**src/design/fsc_pkg.sv**
```systemverilog
`default_nettype none

package fsc_pkg;

   localparam int XW    = 40;
   localparam int AW    = 48;
   localparam int BW    = 32;
   localparam int PW    = AW + BW;
   localparam int DENW  = 40;
   localparam int NUMW  = 64;
   localparam int QW    = 25;
   localparam int CNTW  = 5;

   localparam longint GLIDE_K    = 328;
   localparam longint THRESH_Q20 = 104858;
   localparam longint ONE_Q20    = 1048576;
   localparam longint IDS_MIN    = 10486;
   localparam longint IDS_K      = 209715;
   localparam longint GR_MIN     = 167772;
   localparam longint GR_ONE     = 16777216;
   localparam longint C_0P1      = 1677722;
   localparam longint C_0P2      = 3355443;
   localparam longint C_0P7      = 11744051;
   localparam longint C_0P9      = 15099494;
   localparam longint C_1P5      = 25165824;
   localparam longint Q23_ONE    = 8388608;
   localparam longint PRE_LIMIT  = 134217728;
   localparam longint ENV_MAX    = 16777215;

   localparam logic [2:0] CSR_ENABLE   = 3'd0;
   localparam logic [2:0] CSR_IN_GAIN  = 3'd1;
   localparam logic [2:0] CSR_OUT_GAIN = 3'd2;
   localparam logic [2:0] CSR_ATTACK   = 3'd3;
   localparam logic [2:0] CSR_RELEASE  = 3'd4;
   localparam logic [2:0] CSR_RATIO    = 3'd5;

   localparam logic [2:0] RATIO_ALL = 3'd4;

   typedef enum logic [4:0] {
      STEP_GIN, STEP_GOUT, STEP_LIN, STEP_RIN, STEP_ENV, STEP_VFAC, STEP_WSQ,
      STEP_GRDIV, STEP_LGR, STEP_RGR, STEP_LOUT, STEP_ROUT, STEP_SC15,
      STEP_SC09, STEP_SC07, STEP_SCLIP, STEP_CSQ, STEP_CCU, STEP_CK
   } step_type;

   typedef enum logic [2:0] {
      CS_IDLE, CS_ISSUE, CS_WAIT, CS_WB, CS_DONE
   } ctrl_state_type;

   typedef struct packed {
      logic signed [23:0] left_in;
      logic signed [23:0] right_in;
   } req_type;

   typedef struct packed {
      logic signed [23:0] left_out;
      logic signed [23:0] right_out;
   } rsp_type;

   typedef struct packed {
      logic        enable;
      logic [15:0] in_gain;
      logic [15:0] out_gain;
      logic [23:0] attack_coef;
      logic [23:0] release_coef;
      logic [2:0]  ratio_select;
   } cfg_type;

   typedef struct packed {
      logic     accept;
      logic     issue;
      logic     skip;
      logic     wb;
      logic     out_load;
      step_type step;
      logic     ch;
   } cmd_type;

   typedef struct packed {
      logic busy;
      logic env_above;
      logic out_free;
   } sts_type;

   function automatic logic [23:0] ratio_factor(input logic [2:0] sel);
      case (sel)
         3'd0: ratio_factor = 24'd12582912;
         3'd1: ratio_factor = 24'd14680064;
         3'd2: ratio_factor = 24'd15379115;
         3'd3: ratio_factor = 24'd15938355;
         default: ratio_factor = 24'd16609444;
      endcase
   endfunction

endpackage

`default_nettype wire

```
**src/design/fsc_ctrl.sv**
```systemverilog
`default_nettype none

module fsc_ctrl import fsc_pkg::*; (
   input  wire logic    clock,
   input  wire logic    reset,
   input  wire logic    req_valid,
   output logic         req_stall,
   input  wire logic    enable,
   input  wire logic    all_buttons,
   input  wire sts_type sts,
   output cmd_type      cmd
);

   ctrl_state_type state_ff, state_in;
   step_type       step_ff, step_in, nxt_step;
   logic           ch_ff, ch_in, nxt_ch, last;
   logic           chan_end;

   // step order after a write-back
   always_comb begin
      nxt_step = step_ff;
      nxt_ch   = ch_ff;
      chan_end = 1'b0;
      last     = 1'b0;
      case (step_ff)
         STEP_GIN:   nxt_step = STEP_GOUT;
         STEP_GOUT:  nxt_step = STEP_LIN;
         STEP_LIN:   nxt_step = STEP_RIN;
         STEP_RIN:   nxt_step = STEP_ENV;
         STEP_ENV:   nxt_step = STEP_VFAC;
         STEP_VFAC:  nxt_step = STEP_WSQ;
         STEP_WSQ:   nxt_step = STEP_GRDIV;
         STEP_GRDIV: nxt_step = STEP_LGR;
         STEP_LGR:   nxt_step = STEP_RGR;
         STEP_RGR:   nxt_step = STEP_LOUT;
         STEP_LOUT:  nxt_step = STEP_ROUT;
         STEP_ROUT: begin
            nxt_step = all_buttons ? STEP_SC15 : STEP_CSQ;
            nxt_ch   = 1'b0;
         end
         STEP_SC15:  nxt_step = STEP_SCLIP;
         STEP_SC09:  nxt_step = STEP_SCLIP;
         STEP_SCLIP: begin
            if (all_buttons || ch_ff) nxt_step = STEP_CSQ;
            else chan_end = 1'b1;
         end
         STEP_CSQ:   nxt_step = STEP_CCU;
         STEP_CCU:   nxt_step = STEP_CK;
         STEP_CK: begin
            if (all_buttons) nxt_step = STEP_SC07;
            else if (!ch_ff) nxt_step = STEP_SC09;
            else chan_end = 1'b1;
         end
         STEP_SC07:  chan_end = 1'b1;
         default:    last = 1'b1;
      endcase
      if (chan_end) begin
         if (ch_ff) begin
            last = 1'b1;
         end else begin
            nxt_ch   = 1'b1;
            nxt_step = all_buttons ? STEP_SC15 : STEP_SC09;
         end
      end
   end

   always_comb begin
      state_in = state_ff;
      step_in  = step_ff;
      ch_in    = ch_ff;
      case (state_ff)
         CS_IDLE: begin
            if (req_valid) begin
               step_in  = STEP_GIN;
               ch_in    = 1'b0;
               state_in = enable ? CS_ISSUE : CS_DONE;
            end
         end
         CS_ISSUE: begin
            if (step_ff == STEP_VFAC && !sts.env_above) step_in = STEP_LGR;
            else state_in = CS_WAIT;
         end
         CS_WAIT: begin
            if (!sts.busy) state_in = CS_WB;
         end
         CS_WB: begin
            step_in  = nxt_step;
            ch_in    = nxt_ch;
            state_in = last ? CS_DONE : CS_ISSUE;
         end
         CS_DONE: begin
            if (sts.out_free) state_in = CS_IDLE;
         end
         default: state_in = CS_IDLE;
      endcase
   end

   always_comb begin
      req_stall    = state_ff != CS_IDLE;
      cmd.accept   = state_ff == CS_IDLE && req_valid;
      cmd.skip     = state_ff == CS_ISSUE && step_ff == STEP_VFAC && !sts.env_above;
      cmd.issue    = state_ff == CS_ISSUE && !cmd.skip;
      cmd.wb       = state_ff == CS_WB;
      cmd.out_load = state_ff == CS_DONE && sts.out_free;
      cmd.step     = step_ff;
      cmd.ch       = ch_ff;
   end

   always_ff @(posedge clock) begin
      if (reset) begin
         state_ff <= CS_IDLE;
         step_ff  <= STEP_GIN;
         ch_ff    <= 1'b0;
      end else begin
         state_ff <= state_in;
         step_ff  <= step_in;
         ch_ff    <= ch_in;
      end
   end

endmodule

`default_nettype wire

```
**config.mk**
```make
export PLATFORM = sky130hd
export DESIGN_NAME = fsc_ctrl
export DESIGN_NICKNAME = d
export VERILOG_FILES = /design/src/design/fsc_pkg.sv /design/src/design/fsc_ctrl.sv
export SDC_FILE = /design/constraint.sdc
export NUM_CORES = 1
export LEC_CHECK = 0
export BUFFER_PORTS_ARGS = -buffer_cell sky130_fd_sc_hd__buf_2
export CAP_MARGIN = 15
export CELL_PAD_IN_SITES_DETAIL_PLACEMENT = 1
export CELL_PAD_IN_SITES_GLOBAL_PLACEMENT = 2
export CORE_UTILIZATION = 28
export DETAILED_ROUTE_END_ITERATION = 16
export GPL_TIMING_DRIVEN = 0
export PLACE_DENSITY = 0.75
export SKIP_CTS_REPAIR_TIMING = 1
export SLEW_MARGIN = 30
export SYNTH_ARGS = -nofsm -noshare
export SYNTH_HDL_FRONTEND = slang
export SYNTH_SLANG_ARGS = --single-unit
```
**constraint.sdc**
```tcl
create_clock -name clock -period 1.7 [get_ports clock]
set_clock_uncertainty 0.1 [all_clocks]
set_input_delay 0.17 -clock clock [delete_from_list [all_inputs] [get_ports clock]]
set_output_delay 0.17 -clock clock [all_outputs]
set_load 0.02 [all_outputs]
```
==> flow_metrics.py <==
metrics = {
    "route": {
        "number_of_design_rule_violations_left_after_detail_routing": 0,
        "wl_per_cell_um": 18.0,
        "avgViaCountPerCell": 5.88,
        "initialDrtViolationCount": 86,
        "drtAntennaViolNets": 0,
        "drt_wl_total_um": 3900,
        "vias": 1270,
        "drt_pass1_iterations": 4,
    },
    "clock_network": {
        "cts_tree": "built",
        "clk_pin_slew_ps": 50,
        "clock_tree.buffer_depth": 2,
        "cts_made_buffers": 3,
        "clock_sinks": 9,
        "cts_htree_levels": 1,
        "clk_root_buffer_cell": "sky130_fd_sc_hd__clkbuf_8",
        "clock_insertion_delay_worst_skew_ps": 240,
    },
    "final_layout": {
        "num_antenna_cells": 0,
        "relative_area_change_from_synthesis_to_final_layout_pct": 32.9,
        "num-nets-final": 177,
        "drive_above_1_share_pct": 39.3,
        "final.fill_count": 456,
        "multiInputGateArea_sq_um": 838,
        "register_area_sq_um": 193,
        "layout.cell_area.non_filler_sq_mm": 0.00143,
    },
    "global_route": {
        "groute.layer.met2.usage_pct": 30.9,
        "global_route.peak_usage_layer": "met2",
        "grt_use_total_pct": 19.4,
        "grt_start_max_net_pins": 11,
        "grt_met1_usage_pct": 27.4,
        "grt_use_met3_pct": 1.07,
        "antenna_found_initial": 0,
        "overflow": 0,
        "grt_pass1_wl_um": 6080,
        "first_global_vias": 1178,
    },
    "pwr": {
        "power.total_mw": 0.706,
        "pwr-share-clk_pct": 38.0,
        "comb_power_share_pct": 29.7,
        "cellPowerDensity_mw_per_mm2": 494,
        "power.switching_fraction_pct": 33.4,
        "total_switching_power_mw": 0.235,
        "internal_pwr_total_mw": 0.471,
        "seq_power_share_pct": 32.2,
        "total_leakage_power_nw": 0.567,
        "ir_worst_vdd_mv": 0.165,
    },
    "die": {
        "fp.dieW_um": 64.0,
        "die_area_sq_mm": 0.00409,
        "row_count": 22,
        "initial_core_util_pct": 29.4,
        "ioPinCount": 20,
        "design.core.area_sq_mm": 0.00366,
        "dieHeight_um": 64.0,
    },
    "synthesis": {
        "yosysUniqueCellTypes": 53,
        "synthArstFlopShare_pct": 0,
        "post_synth_instance_area_sq_mm": 0.00108,
        "synthesis.instances": 142,
        "number_of_enable_type_register_cells_in_the_synthesized_netlist": 0,
        "syn-mean-instance-area_sq_um": 7.58,
        "share_of_the_yosys_chip_area_belonging_to_registers_pct": 16.7,
        "yosys_most_used_dff": "sky130_fd_sc_hd__dfxtp_1",
        "yosysWarningCount": 0,
        "synth_fp_nets": 150,
        "synth.ff_latch_count": 9,
    },
    "place": {
        "place_area_sq_mm": 0.00125,
        "dp_slack_ps": -209,
        "place_congestion": 0.799,
        "hpwlAfterDp_um": 2780,
        "numPortBuffers": 18,
    },
    "job": {
        "timing.max_cap.violations": 0,
    },
    "min_path": {
        "worst_hold_startpoint": "enable",
        "worstHoldPathType": "in2reg",
    },
    "setup_path": {
        "critical_path.endpoint_type": "register",
        "setup.worst_path.start": "step_ff[1]",
        "cp.required_ps": 1730,
        "worstSetupStartpointType": "register",
        "critPathKind": "reg2reg",
        "rr_startpoint": "step_ff[1]",
        "timing.critical_path.arrival_ps": 1820,
        "worst-path-max-fanout": 5,
        "r2r_setup_slack_ps": -100,
    },
    "sta": {
        "layout_worst_path_cycle_share_pct": 106,
        "timing.final.crit_period_ps": 1800,
        "worstMarginPinSlew_ps": 600,
        "timing.max_slew.rel_slack_pct": 60.0,
        "timing.final.ws_setup_ps": -95.2,
        "finalSetupTns_ps": -237,
        "report.final.setup_viol": 4,
        "grt_setup_unrepaired": "true",
        "final_hold_viol_count": 0,
        "timing_max_transition_violations_final": 0,
        "max_clock_freq_ghz": 0.557,
    },
    "outcome": {
        "failed_checks": "setup timing",
        "run_status": "finished with violations",
    },
}
flip-flops by register name (all words and copies together) (netlist names):
signal / cells
step_ff: 5
ch_ff: 1
state_ff: 3
area by class of cell:
| cell class | instances | area share [%] |
|---|---|---|
| Buffer | 18 | 9.97 |
| Inverter | 9 | 2.36 |
| Multi-Input combinational cell | 106 | 58.6 |
| Timing Repair Buffer | 22 | 8.22 |
| Sequential cell | 9 | 13.5 |
| Clock buffer | 4 | 3.15 |
| Tap cell | 48 | 4.20 |
per-layer routing:
| metal | vias up | wire length (um) | share of wire [%] |
|---|---|---|---|
| met5 | - | 0 | 0 |
| met4 | 0 | 66 | 1.7 |
| met3 | 7 | 182 | 4.7 |
| met2 | 41 | 1880 | 48 |
| met1 | 619 | 1770 | 45 |
| li1 | 603 | - | - |
synth_stat cells, types with 3 or more instances:
cell type / count / area share, %
sky130_fd_sc_hd__nand2b_1: 3 / 1.7
sky130_fd_sc_hd__o31ai_1: 4 / 2.8
sky130_fd_sc_hd__a21oi_1: 10 / 4.7
sky130_fd_sc_hd__nor2_1: 6 / 2.1
sky130_fd_sc_hd__o211ai_1: 3 / 2.1
sky130_fd_sc_hd__a211oi_1: 7 / 4.9
sky130_fd_sc_hd__dfxtp_1: 9 / 17
sky130_fd_sc_hd__nor3_1: 4 / 1.9
sky130_fd_sc_hd__or2_2: 3 / 1.7
sky130_fd_sc_hd__buf_4: 3 / 2.1
sky130_fd_sc_hd__clkbuf_1: 8 / 2.8
sky130_fd_sc_hd__nand3_1: 3 / 1.4
sky130_fd_sc_hd__buf_2: 4 / 1.9
sky130_fd_sc_hd__buf_6: 3 / 3.1
sky130_fd_sc_hd__o2bb2ai_1: 3 / 2.4
sky130_fd_sc_hd__o21ai_0: 4 / 1.9
sky130_fd_sc_hd__nand2_1: 9 / 3.1
sky130_fd_sc_hd__inv_1: 8 / 2.8
cell usage in the layout (no fill, tap or decap), types with 4 or more instances in the layout:
master                     netlist  final
sky130_fd_sc_hd__a211oi_1        7      5
sky130_fd_sc_hd__a21oi_1        10     10
sky130_fd_sc_hd__buf_2           4     21
sky130_fd_sc_hd__buf_4           3      5
sky130_fd_sc_hd__buf_6           3      7
sky130_fd_sc_hd__clkbuf_1        8      4
sky130_fd_sc_hd__dfxtp_2         0      4
sky130_fd_sc_hd__inv_1           8      8
sky130_fd_sc_hd__nand2_1         9      9
sky130_fd_sc_hd__nor2_1          6      6
sky130_fd_sc_hd__nor3_1          4      4
worst paths after layout:
| kind | end | depth (start not counted) |
|---|---|---|
| worst max-delay path | step_ff[2] | 4 |
| worst min-delay path | state_ff[2] | 3 |
| worst max register to register | step_ff[2] | 4 |
| worst min register to register | state_ff[0] | 2 |
per-stage QoR:
stage / std cells / hold WS (ps) / util, %
3_5_place_dp: 208 / 398 / 34.1
4_1_cts: 212 / 148 / 35.3
5_1_grt: 216 / 162 / 39.1
6_report: 216 / 147 / 39.1
3_3_place_gp: 208 / 402 / 34.1
2_1_floorplan: 142 / 280 / -
kinds of logic (layout without fill, tap and decap cells):
logic type	Yosys count	in the layout	share of synthesized area, %
AOI/OAI and AO/OA	57	57	39.2
buffers and inverters	27	53	13.0
DFF	9	9	16.7
muxes	1	1	0.930
and+or+nand+nor	48	48	30.1
power by group through the flow:
stage               clock network (mW)  logic (mW)  registers [mW]
CTS                              0.270       0.197           0.229
finish                           0.269       0.210           0.228
global placement                     0       0.194           0.233
detailed placement                   0       0.197           0.234
floorplan                            0       0.144           0.233
global route                     0.281       0.225           0.228
worst max-delay path: stages (launching register included):
cell	delay (ps)
sky130_fd_sc_hd__dfxtp_2	360
sky130_fd_sc_hd__nor4b_4	360
sky130_fd_sc_hd__a311oi_2	200
sky130_fd_sc_hd__or3_1	380
sky130_fd_sc_hd__a32o_1	270
(Power assumes the default switching activity.)
